$ cat src/rtl/core/alse_pkg.sv
// Package of the address lease server engine.
// Holds the client entry, request word and result word types, the controller states and the protocol codes.
// It depends on nothing else.
`default_nettype none
package alse_pkg;

   localparam logic [1:0] CMD_MESSAGE = 2'd0;
   localparam logic [1:0] CMD_TICK    = 2'd1;
   localparam logic [1:0] CMD_POOL    = 2'd2;
   localparam logic [1:0] CMD_SPARE   = 2'd3;

   localparam logic [1:0] PH_WAIT = 2'd0;
   localparam logic [1:0] PH_USE  = 2'd1;
   localparam logic [1:0] PH_RTO  = 2'd2;

   localparam logic [7:0] T_NONE     = 8'd0;
   localparam logic [7:0] T_DISCOVER = 8'd1;
   localparam logic [7:0] T_OFFER    = 8'd2;
   localparam logic [7:0] T_REQUEST  = 8'd3;
   localparam logic [7:0] T_ACK      = 8'd4;
   localparam logic [7:0] T_RELEASE  = 8'd5;

   localparam logic [7:0] C_OK      = 8'd0;
   localparam logic [7:0] C_NO_ADDR = 8'd1;
   localparam logic [7:0] C_ALLOC   = 8'd2;
   localparam logic [7:0] C_EXTEND  = 8'd3;
   localparam logic [7:0] C_REFUSED = 8'd4;

   localparam logic [3:0] OC_OFFERED     = 4'd0;
   localparam logic [3:0] OC_REFUSED     = 4'd1;
   localparam logic [3:0] OC_ACKED       = 4'd2;
   localparam logic [3:0] OC_ACK_REFUSED = 4'd3;
   localparam logic [3:0] OC_CLOSED      = 4'd4;
   localparam logic [3:0] OC_RELEASED    = 4'd5;
   localparam logic [3:0] OC_EXPIRED     = 4'd6;
   localparam logic [3:0] OC_IGNORED     = 4'd7;
   localparam logic [3:0] OC_POOL_ADDED  = 4'd8;
   localparam logic [3:0] OC_POOL_FULL   = 4'd9;
   localparam logic [3:0] OC_RESENT      = 4'd10;
   localparam logic [3:0] OC_TICK_DONE   = 4'd11;

   localparam logic signed [16:0] CNT_MIN = -17'sd65536;

   typedef struct packed {
      logic               valid;
      logic [1:0]         phase;
      logic [31:0]        ip;
      logic [15:0]        port;
      logic signed [16:0] cnt;
      logic [63:0]        pair;
      logic [15:0]        offer_ttl;
   } entry_type;

   typedef struct packed {
      logic [1:0]  command;
      logic [31:0] client_ip;
      logic [15:0] src_port;
      logic [7:0]  msg_type;
      logic [7:0]  msg_code;
      logic [15:0] msg_ttl;
      logic [63:0] msg_pair;
   } item_type;

   typedef struct packed {
      logic        has_reply;
      logic [31:0] dest_ip;
      logic [15:0] dest_port;
      logic [7:0]  reply_type;
      logic [7:0]  reply_code;
      logic [15:0] reply_ttl;
      logic [31:0] reply_address;
      logic [31:0] reply_netmask;
      logic [3:0]  outcome;
      logic        last;
   } result_type;

   typedef enum logic [2:0] {
      ST_IDLE,
      ST_SCAN,
      ST_DECIDE,
      ST_APPLY,
      ST_TICK,
      ST_TDONE,
      ST_SINGLE
   } state_type;

endpackage
`default_nettype wire

$ cat src/rtl/core/alse_req_if.sv
// Request channel interface of the address lease server engine.
// Carries valid, ready and the fields of one request word; no dependencies.
`default_nettype none
interface alse_req_if;
   logic        valid;
   logic        ready;
   logic [1:0]  command;
   logic [31:0] client_ip;
   logic [15:0] src_port;
   logic [7:0]  msg_type;
   logic [7:0]  msg_code;
   logic [15:0] msg_ttl;
   logic [31:0] msg_address;
   logic [31:0] msg_netmask;

   modport source (output valid, command, client_ip, src_port, msg_type, msg_code,
                   msg_ttl, msg_address, msg_netmask, input ready);
   modport sink (input valid, command, client_ip, src_port, msg_type, msg_code,
                 msg_ttl, msg_address, msg_netmask, output ready);
endinterface
`default_nettype wire

$ cat src/rtl/core/alse_rsp_if.sv
// Response channel interface of the address lease server engine.
// Carries valid, ready and the fields of one response word; no dependencies.
`default_nettype none
interface alse_rsp_if;
   logic        valid;
   logic        ready;
   logic        has_reply;
   logic [31:0] dest_ip;
   logic [15:0] dest_port;
   logic [7:0]  reply_type;
   logic [7:0]  reply_code;
   logic [15:0] reply_ttl;
   logic [31:0] reply_address;
   logic [31:0] reply_netmask;
   logic [3:0]  outcome;
   logic        last;

   modport source (output valid, has_reply, dest_ip, dest_port, reply_type, reply_code,
                   reply_ttl, reply_address, reply_netmask, outcome, last, input ready);
   modport sink (input valid, has_reply, dest_ip, dest_port, reply_type, reply_code,
                 reply_ttl, reply_address, reply_netmask, outcome, last, output ready);
endinterface
`default_nettype wire

$ cat src/rtl/core/address_lease_server_engine.sv
// Top level of the address lease server engine: controller, client ring and address pool.
// Uses alse_pkg, alse_req_if, alse_rsp_if and alse_cell.
//
// The client table is a ring of CLIENT_SLOTS cells that rotates by one slot per cycle past a
// single head position where the controller reads and rewrites an entry, so slots are visited
// in index order. In a tick the ring holds while an expiring entry awaits the output register.
// A client message that changes the table passes the accept cycle, one lookup revolution, a
// decision cycle and one write-back revolution; one that leaves the table unchanged skips the
// write-back. A tick passes the accept cycle, one revolution and a closing state, and a pool
// entry the accept cycle and a single-word state. Each of these stalls while a finished
// response word finds the output register still full. One request word is handled at a time;
// a finished response word waits in the output register while the next request is accepted.
`default_nettype none
module address_lease_server_engine #(
   parameter int CLIENT_SLOTS = 16,
   parameter int POOL_DEPTH   = 16
) (
   input  wire logic        clock,
   input  wire logic        reset,
   input  wire logic        csr_we,
   input  wire logic [15:0] csr_wdata,
   alse_req_if.sink         req_chan,
   alse_rsp_if.source       rsp_chan
);
   localparam int SW = (CLIENT_SLOTS > 1) ? $clog2(CLIENT_SLOTS) : 1;
   localparam int PW = (POOL_DEPTH > 1) ? $clog2(POOL_DEPTH) : 1;
   localparam int CW = $clog2(POOL_DEPTH + 1);

   alse_pkg::state_type state_ff, state_in;
   logic [SW-1:0]       step_ff, step_in;
   logic [15:0]         lease_ff;
   alse_pkg::item_type  item_ff;

   logic                hit_ff, free_ff;
   logic [SW-1:0]       hit_idx_ff, free_idx_ff, tgt_idx_ff, tgt_idx_in;
   alse_pkg::entry_type hit_e_ff, tgt_e_ff, tgt_e_in;
   logic                apply_req;

   alse_pkg::entry_type ring_q [CLIENT_SLOTS];
   alse_pkg::entry_type ring_d [CLIENT_SLOTS];
   alse_pkg::entry_type head, head_new;
   logic                shift_en;

   logic [63:0]   pool_mem [POOL_DEPTH];
   logic [63:0]   pool_q_ff;
   logic [PW-1:0] pool_head_ff, pool_tail_ff;
   logic [CW-1:0] pool_count_ff;
   logic          push_en, pop_en, pool_room;
   logic [63:0]   push_pair;

   alse_pkg::result_type out_ff, res;
   logic                 out_valid_ff, load, can_load;

   logic                accept, last_step;
   logic signed [16:0]  cnt_dec, half_lease, full_lease;
   logic                match_pair, ttl_ok;

   assign accept     = req_chan.valid && req_chan.ready;
   assign req_chan.ready = (state_ff == alse_pkg::ST_IDLE);
   assign can_load   = !out_valid_ff || rsp_chan.ready;
   assign last_step  = (step_ff == SW'(CLIENT_SLOTS - 1));
   assign head       = ring_q[0];
   assign pool_room  = (pool_count_ff < CW'(POOL_DEPTH));
   assign half_lease = 17'({1'b0, lease_ff[15:1]});
   assign full_lease = 17'({1'b0, lease_ff});
   assign cnt_dec    = (head.cnt != alse_pkg::CNT_MIN) ? head.cnt - 17'sd1 : head.cnt;
   assign match_pair = (item_ff.msg_pair == hit_e_ff.pair);
   assign ttl_ok     = (item_ff.msg_ttl <= lease_ff);

   genvar g;
   generate
      for (g = 0; g < CLIENT_SLOTS; g++) begin : g_ring
         if (g == CLIENT_SLOTS - 1) begin : g_tail
            assign ring_d[g] = head_new;
         end else begin : g_mid
            assign ring_d[g] = ring_q[g+1];
         end
         alse_cell u_cell (
            .clock    (clock),
            .reset    (reset),
            .shift_en (shift_en),
            .d_in     (ring_d[g]),
            .q_out    (ring_q[g])
         );
      end
   endgenerate

   always_comb begin
      state_in = state_ff;
      step_in  = step_ff;
      case (state_ff)
         alse_pkg::ST_IDLE: begin
            if (accept) begin
               case (req_chan.command)
                  alse_pkg::CMD_MESSAGE: state_in = alse_pkg::ST_SCAN;
                  alse_pkg::CMD_TICK:    state_in = alse_pkg::ST_TICK;
                  default:               state_in = alse_pkg::ST_SINGLE;
               endcase
            end
         end
         alse_pkg::ST_SCAN: begin
            step_in = last_step ? '0 : step_ff + SW'(1);
            if (last_step) state_in = alse_pkg::ST_DECIDE;
         end
         alse_pkg::ST_DECIDE: begin
            if (can_load) state_in = apply_req ? alse_pkg::ST_APPLY : alse_pkg::ST_IDLE;
         end
         alse_pkg::ST_APPLY: begin
            step_in = last_step ? '0 : step_ff + SW'(1);
            if (last_step) state_in = alse_pkg::ST_IDLE;
         end
         alse_pkg::ST_TICK: begin
            if (shift_en) begin
               step_in = last_step ? '0 : step_ff + SW'(1);
               if (last_step) state_in = alse_pkg::ST_TDONE;
            end
         end
         alse_pkg::ST_TDONE: begin
            if (can_load) state_in = alse_pkg::ST_IDLE;
         end
         alse_pkg::ST_SINGLE: begin
            if (can_load) state_in = alse_pkg::ST_IDLE;
         end
         default: state_in = alse_pkg::ST_IDLE;
      endcase
   end

   always_comb begin
      shift_en   = 1'b0;
      head_new   = head;
      push_en    = 1'b0;
      push_pair  = hit_e_ff.pair;
      pop_en     = 1'b0;
      load       = 1'b0;
      res        = '0;
      apply_req  = 1'b0;
      tgt_e_in   = hit_e_ff;
      tgt_idx_in = hit_idx_ff;
      case (state_ff)
         alse_pkg::ST_SCAN: begin
            shift_en = 1'b1;
         end
         alse_pkg::ST_APPLY: begin
            shift_en = 1'b1;
            if (step_ff == tgt_idx_ff) head_new = tgt_e_ff;
         end
         alse_pkg::ST_TICK: begin
            if (!head.valid) begin
               shift_en = 1'b1;
            end else if (!cnt_dec[16]) begin
               shift_en     = 1'b1;
               head_new.cnt = cnt_dec;
            end else if (can_load) begin
               shift_en      = 1'b1;
               load          = 1'b1;
               res.dest_ip   = head.ip;
               res.dest_port = head.port;
               if (head.phase == alse_pkg::PH_WAIT) begin
                  head_new.phase    = alse_pkg::PH_RTO;
                  head_new.cnt      = half_lease;
                  res.has_reply     = 1'b1;
                  res.reply_type    = alse_pkg::T_OFFER;
                  res.reply_code    = alse_pkg::C_OK;
                  res.reply_ttl     = head.offer_ttl;
                  res.reply_address = head.pair[63:32];
                  res.reply_netmask = head.pair[31:0];
                  res.outcome       = alse_pkg::OC_RESENT;
               end else begin
                  head_new.valid = 1'b0;
                  push_en        = pool_room;
                  push_pair      = head.pair;
                  res.outcome    = alse_pkg::OC_EXPIRED;
               end
            end
         end
         alse_pkg::ST_TDONE: begin
            load        = can_load;
            res.outcome = alse_pkg::OC_TICK_DONE;
            res.last    = 1'b1;
         end
         alse_pkg::ST_SINGLE: begin
            load      = can_load;
            res.last  = 1'b1;
            push_pair = item_ff.msg_pair;
            if (item_ff.command == alse_pkg::CMD_POOL) begin
               push_en     = can_load && pool_room;
               res.outcome = pool_room ? alse_pkg::OC_POOL_ADDED : alse_pkg::OC_POOL_FULL;
            end else begin
               res.outcome = alse_pkg::OC_IGNORED;
            end
         end
         alse_pkg::ST_DECIDE: begin
            load          = can_load;
            res.last      = 1'b1;
            res.dest_ip   = item_ff.client_ip;
            res.dest_port = item_ff.src_port;
            res.outcome   = alse_pkg::OC_CLOSED;
            if (!hit_ff) begin
               if (item_ff.msg_type != alse_pkg::T_DISCOVER) begin
                  res.outcome = alse_pkg::OC_IGNORED;
               end else if (pool_count_ff == '0 || !free_ff) begin
                  res.has_reply  = 1'b1;
                  res.reply_type = alse_pkg::T_OFFER;
                  res.reply_code = alse_pkg::C_NO_ADDR;
                  res.outcome    = alse_pkg::OC_REFUSED;
               end else begin
                  apply_req          = 1'b1;
                  pop_en             = can_load;
                  tgt_idx_in         = free_idx_ff;
                  tgt_e_in.valid     = 1'b1;
                  tgt_e_in.phase     = alse_pkg::PH_WAIT;
                  tgt_e_in.ip        = item_ff.client_ip;
                  tgt_e_in.port      = item_ff.src_port;
                  tgt_e_in.cnt       = half_lease;
                  tgt_e_in.offer_ttl = lease_ff;
                  tgt_e_in.pair      = pool_q_ff;
                  res.has_reply      = 1'b1;
                  res.reply_type     = alse_pkg::T_OFFER;
                  res.reply_code     = alse_pkg::C_OK;
                  res.reply_ttl      = lease_ff;
                  res.reply_address  = pool_q_ff[63:32];
                  res.reply_netmask  = pool_q_ff[31:0];
                  res.outcome        = alse_pkg::OC_OFFERED;
               end
            end else begin
               apply_req      = 1'b1;
               tgt_e_in.valid = 1'b0;
               push_en        = can_load && pool_room;
               if (hit_e_ff.phase == alse_pkg::PH_WAIT || hit_e_ff.phase == alse_pkg::PH_RTO) begin
                  if (item_ff.msg_type == alse_pkg::T_REQUEST &&
                      item_ff.msg_code == alse_pkg::C_ALLOC) begin
                     res.has_reply     = 1'b1;
                     res.reply_type    = alse_pkg::T_ACK;
                     res.reply_address = hit_e_ff.pair[63:32];
                     res.reply_netmask = hit_e_ff.pair[31:0];
                     if (match_pair && ttl_ok) begin
                        push_en        = 1'b0;
                        tgt_e_in.valid = 1'b1;
                        tgt_e_in.phase = alse_pkg::PH_USE;
                        tgt_e_in.cnt   = full_lease;
                        res.reply_code = alse_pkg::C_OK;
                        res.reply_ttl  = hit_e_ff.offer_ttl;
                        res.outcome    = alse_pkg::OC_ACKED;
                     end else begin
                        res.reply_code = alse_pkg::C_REFUSED;
                        res.outcome    = alse_pkg::OC_ACK_REFUSED;
                     end
                  end
               end else if (hit_e_ff.phase == alse_pkg::PH_USE) begin
                  if (item_ff.msg_type == alse_pkg::T_REQUEST &&
                      item_ff.msg_code == alse_pkg::C_EXTEND) begin
                     push_en           = 1'b0;
                     tgt_e_in.valid    = 1'b1;
                     tgt_e_in.cnt      = full_lease;
                     res.has_reply     = 1'b1;
                     res.reply_type    = alse_pkg::T_ACK;
                     res.reply_code    = alse_pkg::C_OK;
                     res.reply_ttl     = hit_e_ff.offer_ttl;
                     res.reply_address = hit_e_ff.pair[63:32];
                     res.reply_netmask = hit_e_ff.pair[31:0];
                     res.outcome       = alse_pkg::OC_ACKED;
                  end else if (item_ff.msg_type == alse_pkg::T_RELEASE) begin
                     if (match_pair) begin
                        res.outcome = alse_pkg::OC_RELEASED;
                     end else begin
                        push_en     = 1'b0;
                        apply_req   = 1'b0;
                        res.outcome = alse_pkg::OC_IGNORED;
                     end
                  end
               end
            end
         end
         default: begin
         end
      endcase
   end

   always_ff @(posedge clock) begin
      if (reset) begin
         state_ff      <= alse_pkg::ST_IDLE;
         step_ff       <= '0;
         lease_ff      <= 16'd60;
         out_valid_ff  <= 1'b0;
         pool_head_ff  <= '0;
         pool_tail_ff  <= '0;
         pool_count_ff <= '0;
         hit_ff        <= 1'b0;
         free_ff       <= 1'b0;
      end else begin
         state_ff <= state_in;
         step_ff  <= step_in;
         if (csr_we) lease_ff <= csr_wdata;
         if (load) begin
            out_valid_ff <= 1'b1;
         end else if (rsp_chan.ready) begin
            out_valid_ff <= 1'b0;
         end
         if (push_en) begin
            pool_tail_ff <= (pool_tail_ff == PW'(POOL_DEPTH - 1)) ? '0 : pool_tail_ff + PW'(1);
         end
         if (pop_en) begin
            pool_head_ff <= (pool_head_ff == PW'(POOL_DEPTH - 1)) ? '0 : pool_head_ff + PW'(1);
         end
         if (push_en && !pop_en) begin
            pool_count_ff <= pool_count_ff + CW'(1);
         end else if (pop_en && !push_en) begin
            pool_count_ff <= pool_count_ff - CW'(1);
         end
         if (accept) begin
            hit_ff  <= 1'b0;
            free_ff <= 1'b0;
         end else if (state_ff == alse_pkg::ST_SCAN) begin
            if (head.valid && !hit_ff && head.ip == item_ff.client_ip &&
                head.port == item_ff.src_port) begin
               hit_ff <= 1'b1;
            end
            if (!head.valid && !free_ff) free_ff <= 1'b1;
         end
      end
   end

   always_ff @(posedge clock) begin
      if (accept) begin
         item_ff.command   <= req_chan.command;
         item_ff.client_ip <= req_chan.client_ip;
         item_ff.src_port  <= req_chan.src_port;
         item_ff.msg_type  <= req_chan.msg_type;
         item_ff.msg_code  <= req_chan.msg_code;
         item_ff.msg_ttl   <= req_chan.msg_ttl;
         item_ff.msg_pair  <= {req_chan.msg_address, req_chan.msg_netmask};
      end
      if (state_ff == alse_pkg::ST_SCAN) begin
         if (head.valid && !hit_ff && head.ip == item_ff.client_ip &&
             head.port == item_ff.src_port) begin
            hit_idx_ff <= step_ff;
            hit_e_ff   <= head;
         end
         if (!head.valid && !free_ff) free_idx_ff <= step_ff;
      end
      if (state_ff == alse_pkg::ST_DECIDE) begin
         tgt_idx_ff <= tgt_idx_in;
         tgt_e_ff   <= tgt_e_in;
      end
      if (load) out_ff <= res;
   end

   always_ff @(posedge clock) begin
      if (push_en) pool_mem[pool_tail_ff] <= push_pair;
      pool_q_ff <= pool_mem[pool_head_ff];
   end

   assign rsp_chan.valid         = out_valid_ff;
   assign rsp_chan.has_reply     = out_ff.has_reply;
   assign rsp_chan.dest_ip       = out_ff.dest_ip;
   assign rsp_chan.dest_port     = out_ff.dest_port;
   assign rsp_chan.reply_type    = out_ff.reply_type;
   assign rsp_chan.reply_code    = out_ff.reply_code;
   assign rsp_chan.reply_ttl     = out_ff.reply_ttl;
   assign rsp_chan.reply_address = out_ff.reply_address;
   assign rsp_chan.reply_netmask = out_ff.reply_netmask;
   assign rsp_chan.outcome       = out_ff.outcome;
   assign rsp_chan.last          = out_ff.last;

   a_idle_home: assert property (@(posedge clock) disable iff (reset)
      state_ff == alse_pkg::ST_IDLE |-> step_ff == '0)
      else $error("Client ring is not back home while idle.");

   a_pool_bound: assert property (@(posedge clock) disable iff (reset)
      pool_count_ff <= CW'(POOL_DEPTH))
      else $error("Pool count exceeds the pool depth.");

   a_no_overwrite: assert property (@(posedge clock) disable iff (reset)
      !(load && out_valid_ff && !rsp_chan.ready))
      else $error("Pending response word overwritten.");

   a_pop_nonempty: assert property (@(posedge clock) disable iff (reset)
      pop_en |-> pool_count_ff != '0)
      else $error("Pool pop while the pool is empty.");
endmodule
`default_nettype wire

$ cat src/rtl/core/alse_cell.sv
// One client slot of the rotating client ring.
// Loads the entry of its neighbor when the ring shifts; uses alse_pkg.
`default_nettype none
module alse_cell (
   input  wire logic               clock,
   input  wire logic               reset,
   input  wire logic               shift_en,
   input  wire alse_pkg::entry_type d_in,
   output alse_pkg::entry_type     q_out
);
   logic                valid_ff;
   alse_pkg::entry_type data_ff;

   always_ff @(posedge clock) begin
      if (reset) begin
         valid_ff <= 1'b0;
      end else if (shift_en) begin
         valid_ff <= d_in.valid;
      end
   end

   always_ff @(posedge clock) begin
      if (shift_en) begin
         data_ff <= d_in;
      end
   end

   always_comb begin
      q_out       = data_ff;
      q_out.valid = valid_ff;
   end
endmodule
`default_nettype wire

$ cat src/flat_wrapper.sv
// flat-port wrapper written by rule: the top's interface ports become plain ports
module address_lease_server_engine_flat 
#(
   parameter int CLIENT_SLOTS = 16,
   parameter int POOL_DEPTH   = 16
)
  (clock, reset, csr_we, csr_wdata, req_chan_valid, req_chan_command, req_chan_client_ip, req_chan_src_port, req_chan_msg_type, req_chan_msg_code, req_chan_msg_ttl, req_chan_msg_address, req_chan_msg_netmask, req_chan_ready, rsp_chan_valid, rsp_chan_has_reply, rsp_chan_dest_ip, rsp_chan_dest_port, rsp_chan_reply_type, rsp_chan_reply_code, rsp_chan_reply_ttl, rsp_chan_reply_address, rsp_chan_reply_netmask, rsp_chan_outcome, rsp_chan_last, rsp_chan_ready);
  alse_req_if req_chan_i ();
  alse_rsp_if rsp_chan_i ();
  input  wire logic clock;
  input  wire logic reset;
  input  wire logic csr_we;
  input  wire logic [15:0] csr_wdata;
  input wire logic [$bits(req_chan_i.valid)-1:0] req_chan_valid;
  input wire logic [$bits(req_chan_i.command)-1:0] req_chan_command;
  input wire logic [$bits(req_chan_i.client_ip)-1:0] req_chan_client_ip;
  input wire logic [$bits(req_chan_i.src_port)-1:0] req_chan_src_port;
  input wire logic [$bits(req_chan_i.msg_type)-1:0] req_chan_msg_type;
  input wire logic [$bits(req_chan_i.msg_code)-1:0] req_chan_msg_code;
  input wire logic [$bits(req_chan_i.msg_ttl)-1:0] req_chan_msg_ttl;
  input wire logic [$bits(req_chan_i.msg_address)-1:0] req_chan_msg_address;
  input wire logic [$bits(req_chan_i.msg_netmask)-1:0] req_chan_msg_netmask;
  output wire logic [$bits(req_chan_i.ready)-1:0] req_chan_ready;
  output wire logic [$bits(rsp_chan_i.valid)-1:0] rsp_chan_valid;
  output wire logic [$bits(rsp_chan_i.has_reply)-1:0] rsp_chan_has_reply;
  output wire logic [$bits(rsp_chan_i.dest_ip)-1:0] rsp_chan_dest_ip;
  output wire logic [$bits(rsp_chan_i.dest_port)-1:0] rsp_chan_dest_port;
  output wire logic [$bits(rsp_chan_i.reply_type)-1:0] rsp_chan_reply_type;
  output wire logic [$bits(rsp_chan_i.reply_code)-1:0] rsp_chan_reply_code;
  output wire logic [$bits(rsp_chan_i.reply_ttl)-1:0] rsp_chan_reply_ttl;
  output wire logic [$bits(rsp_chan_i.reply_address)-1:0] rsp_chan_reply_address;
  output wire logic [$bits(rsp_chan_i.reply_netmask)-1:0] rsp_chan_reply_netmask;
  output wire logic [$bits(rsp_chan_i.outcome)-1:0] rsp_chan_outcome;
  output wire logic [$bits(rsp_chan_i.last)-1:0] rsp_chan_last;
  input wire logic [$bits(rsp_chan_i.ready)-1:0] rsp_chan_ready;
  assign req_chan_i.valid = req_chan_valid;
  assign req_chan_i.command = req_chan_command;
  assign req_chan_i.client_ip = req_chan_client_ip;
  assign req_chan_i.src_port = req_chan_src_port;
  assign req_chan_i.msg_type = req_chan_msg_type;
  assign req_chan_i.msg_code = req_chan_msg_code;
  assign req_chan_i.msg_ttl = req_chan_msg_ttl;
  assign req_chan_i.msg_address = req_chan_msg_address;
  assign req_chan_i.msg_netmask = req_chan_msg_netmask;
  assign req_chan_ready = req_chan_i.ready;
  assign rsp_chan_valid = rsp_chan_i.valid;
  assign rsp_chan_has_reply = rsp_chan_i.has_reply;
  assign rsp_chan_dest_ip = rsp_chan_i.dest_ip;
  assign rsp_chan_dest_port = rsp_chan_i.dest_port;
  assign rsp_chan_reply_type = rsp_chan_i.reply_type;
  assign rsp_chan_reply_code = rsp_chan_i.reply_code;
  assign rsp_chan_reply_ttl = rsp_chan_i.reply_ttl;
  assign rsp_chan_reply_address = rsp_chan_i.reply_address;
  assign rsp_chan_reply_netmask = rsp_chan_i.reply_netmask;
  assign rsp_chan_outcome = rsp_chan_i.outcome;
  assign rsp_chan_last = rsp_chan_i.last;
  assign rsp_chan_i.ready = rsp_chan_ready;
  address_lease_server_engine #(.CLIENT_SLOTS(CLIENT_SLOTS), .POOL_DEPTH(POOL_DEPTH)) u_core (.clock(clock), .reset(reset), .csr_we(csr_we), .csr_wdata(csr_wdata), .req_chan(req_chan_i), .rsp_chan(rsp_chan_i));
endmodule
$ cat config.mk
export PLATFORM = sky130hd
export DESIGN_NAME = address_lease_server_engine_flat
export DESIGN_NICKNAME = d
export VERILOG_FILES = /design/src/rtl/core/alse_pkg.sv /design/src/rtl/core/alse_req_if.sv /design/src/rtl/core/alse_rsp_if.sv /design/src/rtl/core/address_lease_server_engine.sv /design/src/rtl/core/alse_cell.sv /design/src/flat_wrapper.sv
export SDC_FILE = /design/constraint.sdc
export NUM_CORES = 2
export LEC_CHECK = 0
export BUFFER_PORTS_ARGS = -buffer_cell sky130_fd_sc_hd__buf_2
export CELL_PAD_IN_SITES_DETAIL_PLACEMENT = 0
export CELL_PAD_IN_SITES_GLOBAL_PLACEMENT = 1
export CORE_MARGIN = 5
export CORE_UTILIZATION = 55
export CTS_CLUSTER_DIAMETER = 120
export CTS_CLUSTER_SIZE = 10
export DETAILED_ROUTE_END_ITERATION = 7
export PLACE_DENSITY_LB_ADDON = 0.1
export SKIP_CTS_REPAIR_TIMING = 1
export SLEW_MARGIN = 20
export SYNTH_ARGS = -nofsm -noshare
export SYNTH_HDL_FRONTEND = slang
export SYNTH_SLANG_ARGS = --single-unit
$ cat constraint.sdc
create_clock -name clock -period 107.8 [get_ports clock]
set_clock_uncertainty 0.05 [all_clocks]
set_input_delay 10.78 -clock clock [delete_from_list [all_inputs] [get_ports clock]]
set_output_delay 10.78 -clock clock [all_outputs]
set_load 0.02 [all_outputs]
; ---- Word level (Yosys, flattened, before mapping)
; Memory sizes are Yosys's and may differ from the RTL's. A register that Yosys moved wholly into a read port is not among the register bits.
; Index checks and enable logic that the tools add are counted.
; Widths: inputs -> output; s select.
[totals]
in_bits = 167
memories = 1
wordCells = 355
ram_bits = 1024
ff_bits = 3011
output_inout_bits = 152
[mem_list]
columns = memory, words, width, read_ports, rd_ports_with_merged_regs, write_ports, line_no
row1 = u_core.pool_mem, 16, 64, 1, 1, 1, address_lease_server_engine.sv:44  ; logic [63:0] pool_mem [POOL_DEPTH];
[op_classes]
n_eq_ne = 30
reduce_logical = 36
n_addsub = 6
mux = 125
magnitude_cmp = 2
[op_table]
columns = op, count
row1 = $mux 149, 3
row2 = $mux 148, 3
row3 = $mux 100, 3
row4 = $pmux 145 s2, 1
row5 = $mux 64, 4
row6 = $mux 80, 3
row7 = $mux 17, 11
row8 = $pmux 64 s2, 1
row9 = $mux 48, 2
row10 = $mux 96, 1
row11 = $mux 95, 1
row12 = $mux 91, 1
row13 = $mux 90, 1
row14 = $eq 64x64->1, 1
row15 = $mux 1, 48
row16 = $mux 4, 11
row17 = $mux 3, 14
row18 = $pmux 17 s2, 1
row19 = $eq 32x32->1, 1
row20 = $eq 8x2->1 const B, 3
row21 = $pmux 3 s6, 1
row22 = $ne 17x17->1 const B, 1
row23 = $sub 17x2->17 const B, 1
row24 = $eq 16x16->1, 1
row25 = 35 further kinds, 81

; ---- Logic depth before layout (Yosys ltp)
[logic_depth]
word_depth = 14
depth_mapped = 20
ltp_nobuf = 19

; ---- Cells and area by module
; A second synthesis with hierarchy kept.
[unflattened]
hier_cells = 6461
area_unflattened_um2 = 140064.3
[modules_own_cells]
columns = mod, area_per_inst_um2, cells_each, instances
row1 = alse_cell, 4455.5, 151, 16
row2 = address_lease_server_engine, 68776.0, 4045, 1

; ---- Least setup slack after synthesis
; Ideal clock, no wire load.
[synth_timing]
path_kind = in2reg
start = input port rsp_chan_ready
end = register u_core.g_ring[0].u_cell.data_ff (netlist bit u_core.g_ring[0].u_cell.q_out[0]) (enable)
path_slack_ns = 29.495
path_buffers = 2
t_arrival_ns = 74.626
path_stages = 6
path_cell_list = nor2b_1 -> clkbuf_1 -> nand3_1 -> a21oi_1 -> clkinv_1 -> clkbuf_1
[synth_between]
elab_chain_len = 5
[synth_lines]
columns = item, line_no
row1 = from (decl), flat_wrapper.sv:35  ; input wire logic [$bits(rsp_chan_i.ready)-1:0] rsp_chan_ready;
row2 = $logic_or 1x1->1, address_lease_server_engine.sv:60  ; assign can_load = !out_valid_ff || rsp_chan.ready;
row3 = $mux 1, address_lease_server_engine.sv:153  ; end else if (can_load) begin
row4 = $mux 1, address_lease_server_engine.sv:150  ; end else if (!cnt_dec[16]) begin
row5 = $mux 1, address_lease_server_engine.sv:148  ; if (!head.valid) begin
row6 = $pmux 1 s2, address_lease_server_engine.sv:139  ; case (state_ff)
row7 = via u_core.g_ring[0].u_cell.shift_en, alse_cell.sv:7  ; input wire logic shift_en,
row8 = to (signal assigned), alse_cell.sv:24  ; data_ff <= d_in;
row9 = to (decl), alse_cell.sv:12  ; alse_pkg::entry_type data_ff;
; The timed path passes the listed nets, and every way through them passes these cells.
; A chain may end at the register's enable or synchronous reset.

; ---- Worst setup path after layout
[layout_timing]
start = input port rsp_chan_ready
end = register u_core.g_ring[13].u_cell.data_ff (netlist bit u_core.g_ring[13].u_cell.q_out[36]) (enable)
[layout_between]
elab_chain_len = 5
[layout_lines]
columns = item, line_no
row1 = $logic_or 1x1->1, address_lease_server_engine.sv:60
row2 = $mux 1, address_lease_server_engine.sv:153
row3 = $mux 1, address_lease_server_engine.sv:150
row4 = $mux 1, address_lease_server_engine.sv:148
row5 = $pmux 1 s2, address_lease_server_engine.sv:139
row6 = to (signal assigned), alse_cell.sv:24
row7 = to (decl), alse_cell.sv:12
; Every way passes these cells.

==> reports/metrics.csv <==
stage,metric,value,unit
outcome,status,finished clean,
placed_design,dp_hpwl,164,mm
sta,setup_total_negative_slack,0,ns
global_routing,grt_pass1_wl,421,mm
layout,area_growth_syn_to_layout,13.3,%
synthesis,synthFlopType,edfxtp_1,
worst_setup_path,rr_worst_depth,13,
sta,max_freq,0.0600,GHz
layout,final-instance-count-excl-fill,10700,
floorplanning,die_y,515,um
synthesis,synth-seq-cells,4087,
clock_network,cts.path.max_buffers,4,
synthesis,synth_most_common_cell,edfxtp_1,
synthesis,synth_common_cells,"edfxtp_1 (3968), nand2_1 (651), mux4_2 (320)",
detailed_routing,viasPerCell,5.82,
worst_setup_path,r2r_slack,99.76,ns
power_and_ir_drop,power.switching,1.19,mW
worst_setup_path,worstPathCellList,buf_2 -> nor2b_1 -> nand3_1 -> a21oi_4 -> inv_8 -> buf_4 -> buf_4 -> buf_4 -> buf_4 -> buf_4 -> buf_4,
floorplanning,initial_core_util,55.3,%
detailed_routing,maxUsedRoutingLayer,met4,
clock_network,cts_tree,built,
worst_setup_path,start_kind,input port,
synthesis,synth_top_area_cell,edfxtp_1,
power_and_ir_drop,p_clk_share,29.2,%
min_path,hold_class,flop to flop,
detailed_routing,wl_met3,20.7,mm
worst_setup_path,critPathKind,input port to flop,
clock_network,cts_sinks,4087,
synthesis,yosysTopAreaCellShare,84.8,%
worst_setup_path,path_delay_family,buffers and inverters,
global_routing,grt_remaining_overflow,0,
power_and_ir_drop,max-vdd-ir-drop,0.0000334,V
layout,nets,7303,
synthesis,avgSynthCellArea,21.7,um2
placed_design,io_buffers,306,
detailed_routing,wl_met1,129,mm
detailed_routing,num_vias,62600,
global_routing,grt_use_total,21.7,%
layout,fillers,17400,
synthesis,ys_seq_area_share,86.5,%
layout,post-route-util,62.6,%
layout,multi_input_area,17900,um2
sta,worst_hold_slack,0.324,ns
sta,final_max_slew_viol_count,0,
placed_design,dp.cells,10000,
power_and_ir_drop,intPower,3.43,mW
sta,fin_crit_sh,15.5,%
floorplanning,rows,185,
worst_setup_path,path_depth,11,
flow_run,maxCapViolCount,0,
detailed_routing,wl_met2,136,mm
worst_setup_path,critPathRequiredTime,108.33,ns
placed_design,place_congestion,0.788,
worst_setup_path,worst_path_most_repeated_cell,buf_4,
sta,max-slew-margin-rel,16.5,%
worst_setup_path,cp-end-kind,flop,
clock_network,h-tree-depth,5,
clock_network,cts.clk_slew.worst_paths,0.06,ns
global_routing,grt_pass1_vias,61600,
power_and_ir_drop,p_seq_share,60.1,%
sta,post-route-min-period,16.67,ns
power_and_ir_drop,pwr-share-comb,10.7,%
sta,hold_viol_final,0,
detailed_routing,ant_nets,0,
clock_network,clk_latency,0.99,ns
detailed_routing,drc,0,
detailed_routing,drtIter0Drc,7127,
worst_setup_path,path_max_fanout,123,
power_and_ir_drop,p_leak,51.8,nW
power_and_ir_drop,power_density,29.0,nW/um2
synthesis,synth-async-reset-ratio,0,%
synthesis,syn_area,140000,um2
detailed_routing,drt-total-wl,293,mm
min_path,hold_depth,0,
clock_network,cts_made_buffers,458,
sta,worst_slew_pin_slew,1.25,ns
layout,drive_gt1_share,18.7,%
sta,rsz0062_at_grt,false,
worst_setup_path,cp.arrival,17.20,ns
global_routing,antenna_found_initial,17,
clock_network,clock-root-buffer,clkbuf_16,
floorplanning,core,254000,um2
synthesis,synth_cells,6466,
global_routing,grt_max_degree,221,
synthesis,synth-edff-count,3968,
worst_setup_path,cp_slowest_cell,buf_4,
synthesis,ys_warn_count,0,
worst_setup_path,cp_num_buf_inv,8,
power_and_ir_drop,finalPower,4.62,mW
floorplanning,fp.dieArea,266000,um2
detailed_routing,post_drt_wl_per_cell,27.3,um
power_and_ir_drop,sw_frac_of_total,25.8,%
layout,seq_area,122000,um2
floorplanning,die_x,515,um
detailed_routing,firstDrtPassIters,8,
worst_setup_path,critPathMaxStageDelay,0.89,ns
floorplanning,boundaryPins,319,
synthesis,synth.area.top_cells,"edfxtp_1 (85%), mux4_2 (5.1%), nand2_1 (1.7%)",
sta,setup-violations-final,0,
synthesis,netlist-cell-type-count,77,
## cell usage in the layout (no fill, tap or decap), types with 10 or more instances in the layout
| master | instances |
|---|---|
| a221o_1 | 10 |
| a21oi_1 | 118 |
| a22oi_1 | 88 |
| a32oi_1 | 15 |
| buf_4 | 95 |
| xor2_1 | 103 |
| o21ai_0 | 100 |
| nor4_1 | 34 |
| dfxtp_1 | 114 |
| ha_1 | 27 |
| mux2_2 | 117 |
| o21ai_1 | 71 |
| a22o_1 | 35 |
| nand3_1 | 19 |
| nor3_1 | 34 |
| clkbuf_16 | 462 |
| nor3b_1 | 58 |
| nand2b_1 | 11 |
| conb_1 | 12 |
| mux4_2 | 320 |
| mux2i_1 | 17 |
| clkbuf_1 | 247 |
| nand2_1 | 649 |
| nand4_1 | 11 |
| o211ai_1 | 23 |
| buf_2 | 306 |
| edfxtp_1 | 3968 |
| nor2_1 | 55 |
| inv_1 | 71 |
## worst paths after layout
check,from,endpoint
min,u_core.g_ring[12].u_cell.q_out[120]$_DFFE_PP_,u_core.g_ring[11].u_cell.q_out[120]$_DFFE_PP_
max reg2reg,u_core.g_ring[0].u_cell.q_out[80]$_DFFE_PP_,u_core.g_ring[13].u_cell.q_out[36]$_DFFE_PP_
max,rsp_chan_ready,u_core.g_ring[13].u_cell.q_out[36]$_DFFE_PP_
min reg2reg,u_core.g_ring[12].u_cell.q_out[120]$_DFFE_PP_,u_core.g_ring[11].u_cell.q_out[120]$_DFFE_PP_
## area by class of cell
type	count	share of cell area [%]
sequential	4087	76.4
multi-input combinational	2073	11.2
clock buffer	709	7.85
tap	3366	2.65
timing repair buffer	413	1.56
inverter	75	0.182
clock inverter	13	0.145
antenna	5	0.00786
## per-layer routing
layer  track usage (%)  vias to the layer above
li1                  -                    27000
met1              32.6                    32800
met2              33.4                     2300
met3              4.02                      476
met4              5.97                        0
met5                 0                        -
## flip-flops by register name, indices dropped and copies added, names as in the netlist, 3 cells and up
name,cells
u_core.hit_idx_ff,4
u_core.g_ring.u_cell.q_out,2352
u_core.lease_ff,16
u_core.item_ff,146
u_core.pool_count_ff,5
u_core.rsp_chan.reply_netmask,32
u_core.pool_mem,1024
u_core.rsp_chan.reply_ttl,16
u_core.pool_q_ff,64
u_core.rsp_chan.reply_address,32
u_core.g_ring.u_cell.valid_ff,16
u_core.free_idx_ff,4
u_core.pool_head_ff,4
u_core.rsp_chan.dest_ip,32
u_core.step_ff,4
u_core.pool_tail_ff,4
u_core.rsp_chan.outcome,4
u_core.state_ff,3
u_core.rsp_chan.dest_port,16
u_core.hit_e_ff,148
u_core.tgt_idx_ff,4
u_core.tgt_e_ff,148
## kinds of logic after synthesis
logic type | after synthesis | share of synthesized area (%)
muxes | 454 | 6.19
xor gates and xnor gates | 112 | 0.698
DFF | 4087 | 86.5
and+or+nand+nor | 940 | 3.03
adders and majority gates | 28 | 0.255
other | 1 | 0.00267
buffers and inverters | 317 | 0.915
AOI/OAI and AO/OA | 527 | 2.41
## stage by stage
step	worst slack, ns	instance area, um2
3_3_place_gp	90.07	146000
5_1_grt	90.65	159000
2_1_floorplan	29.49	141000
3_5_place_dp	89.82	146000
4_1_cts	90.96	159000
6_report	91.13	159000
## power by group through the flow
stage / sequential [mW] / combinational, mW / clock (mW)
floorplan: 4.58 / 0.294 / 0
global placement: 2.79 / 0.491 / 0
detailed placement: 2.80 / 0.507 / 0
CTS: 2.78 / 0.505 / 1.39
global route: 2.82 / 0.541 / 1.45
finish: 2.78 / 0.496 / 1.35
Power figures use the tool's default switching activity.
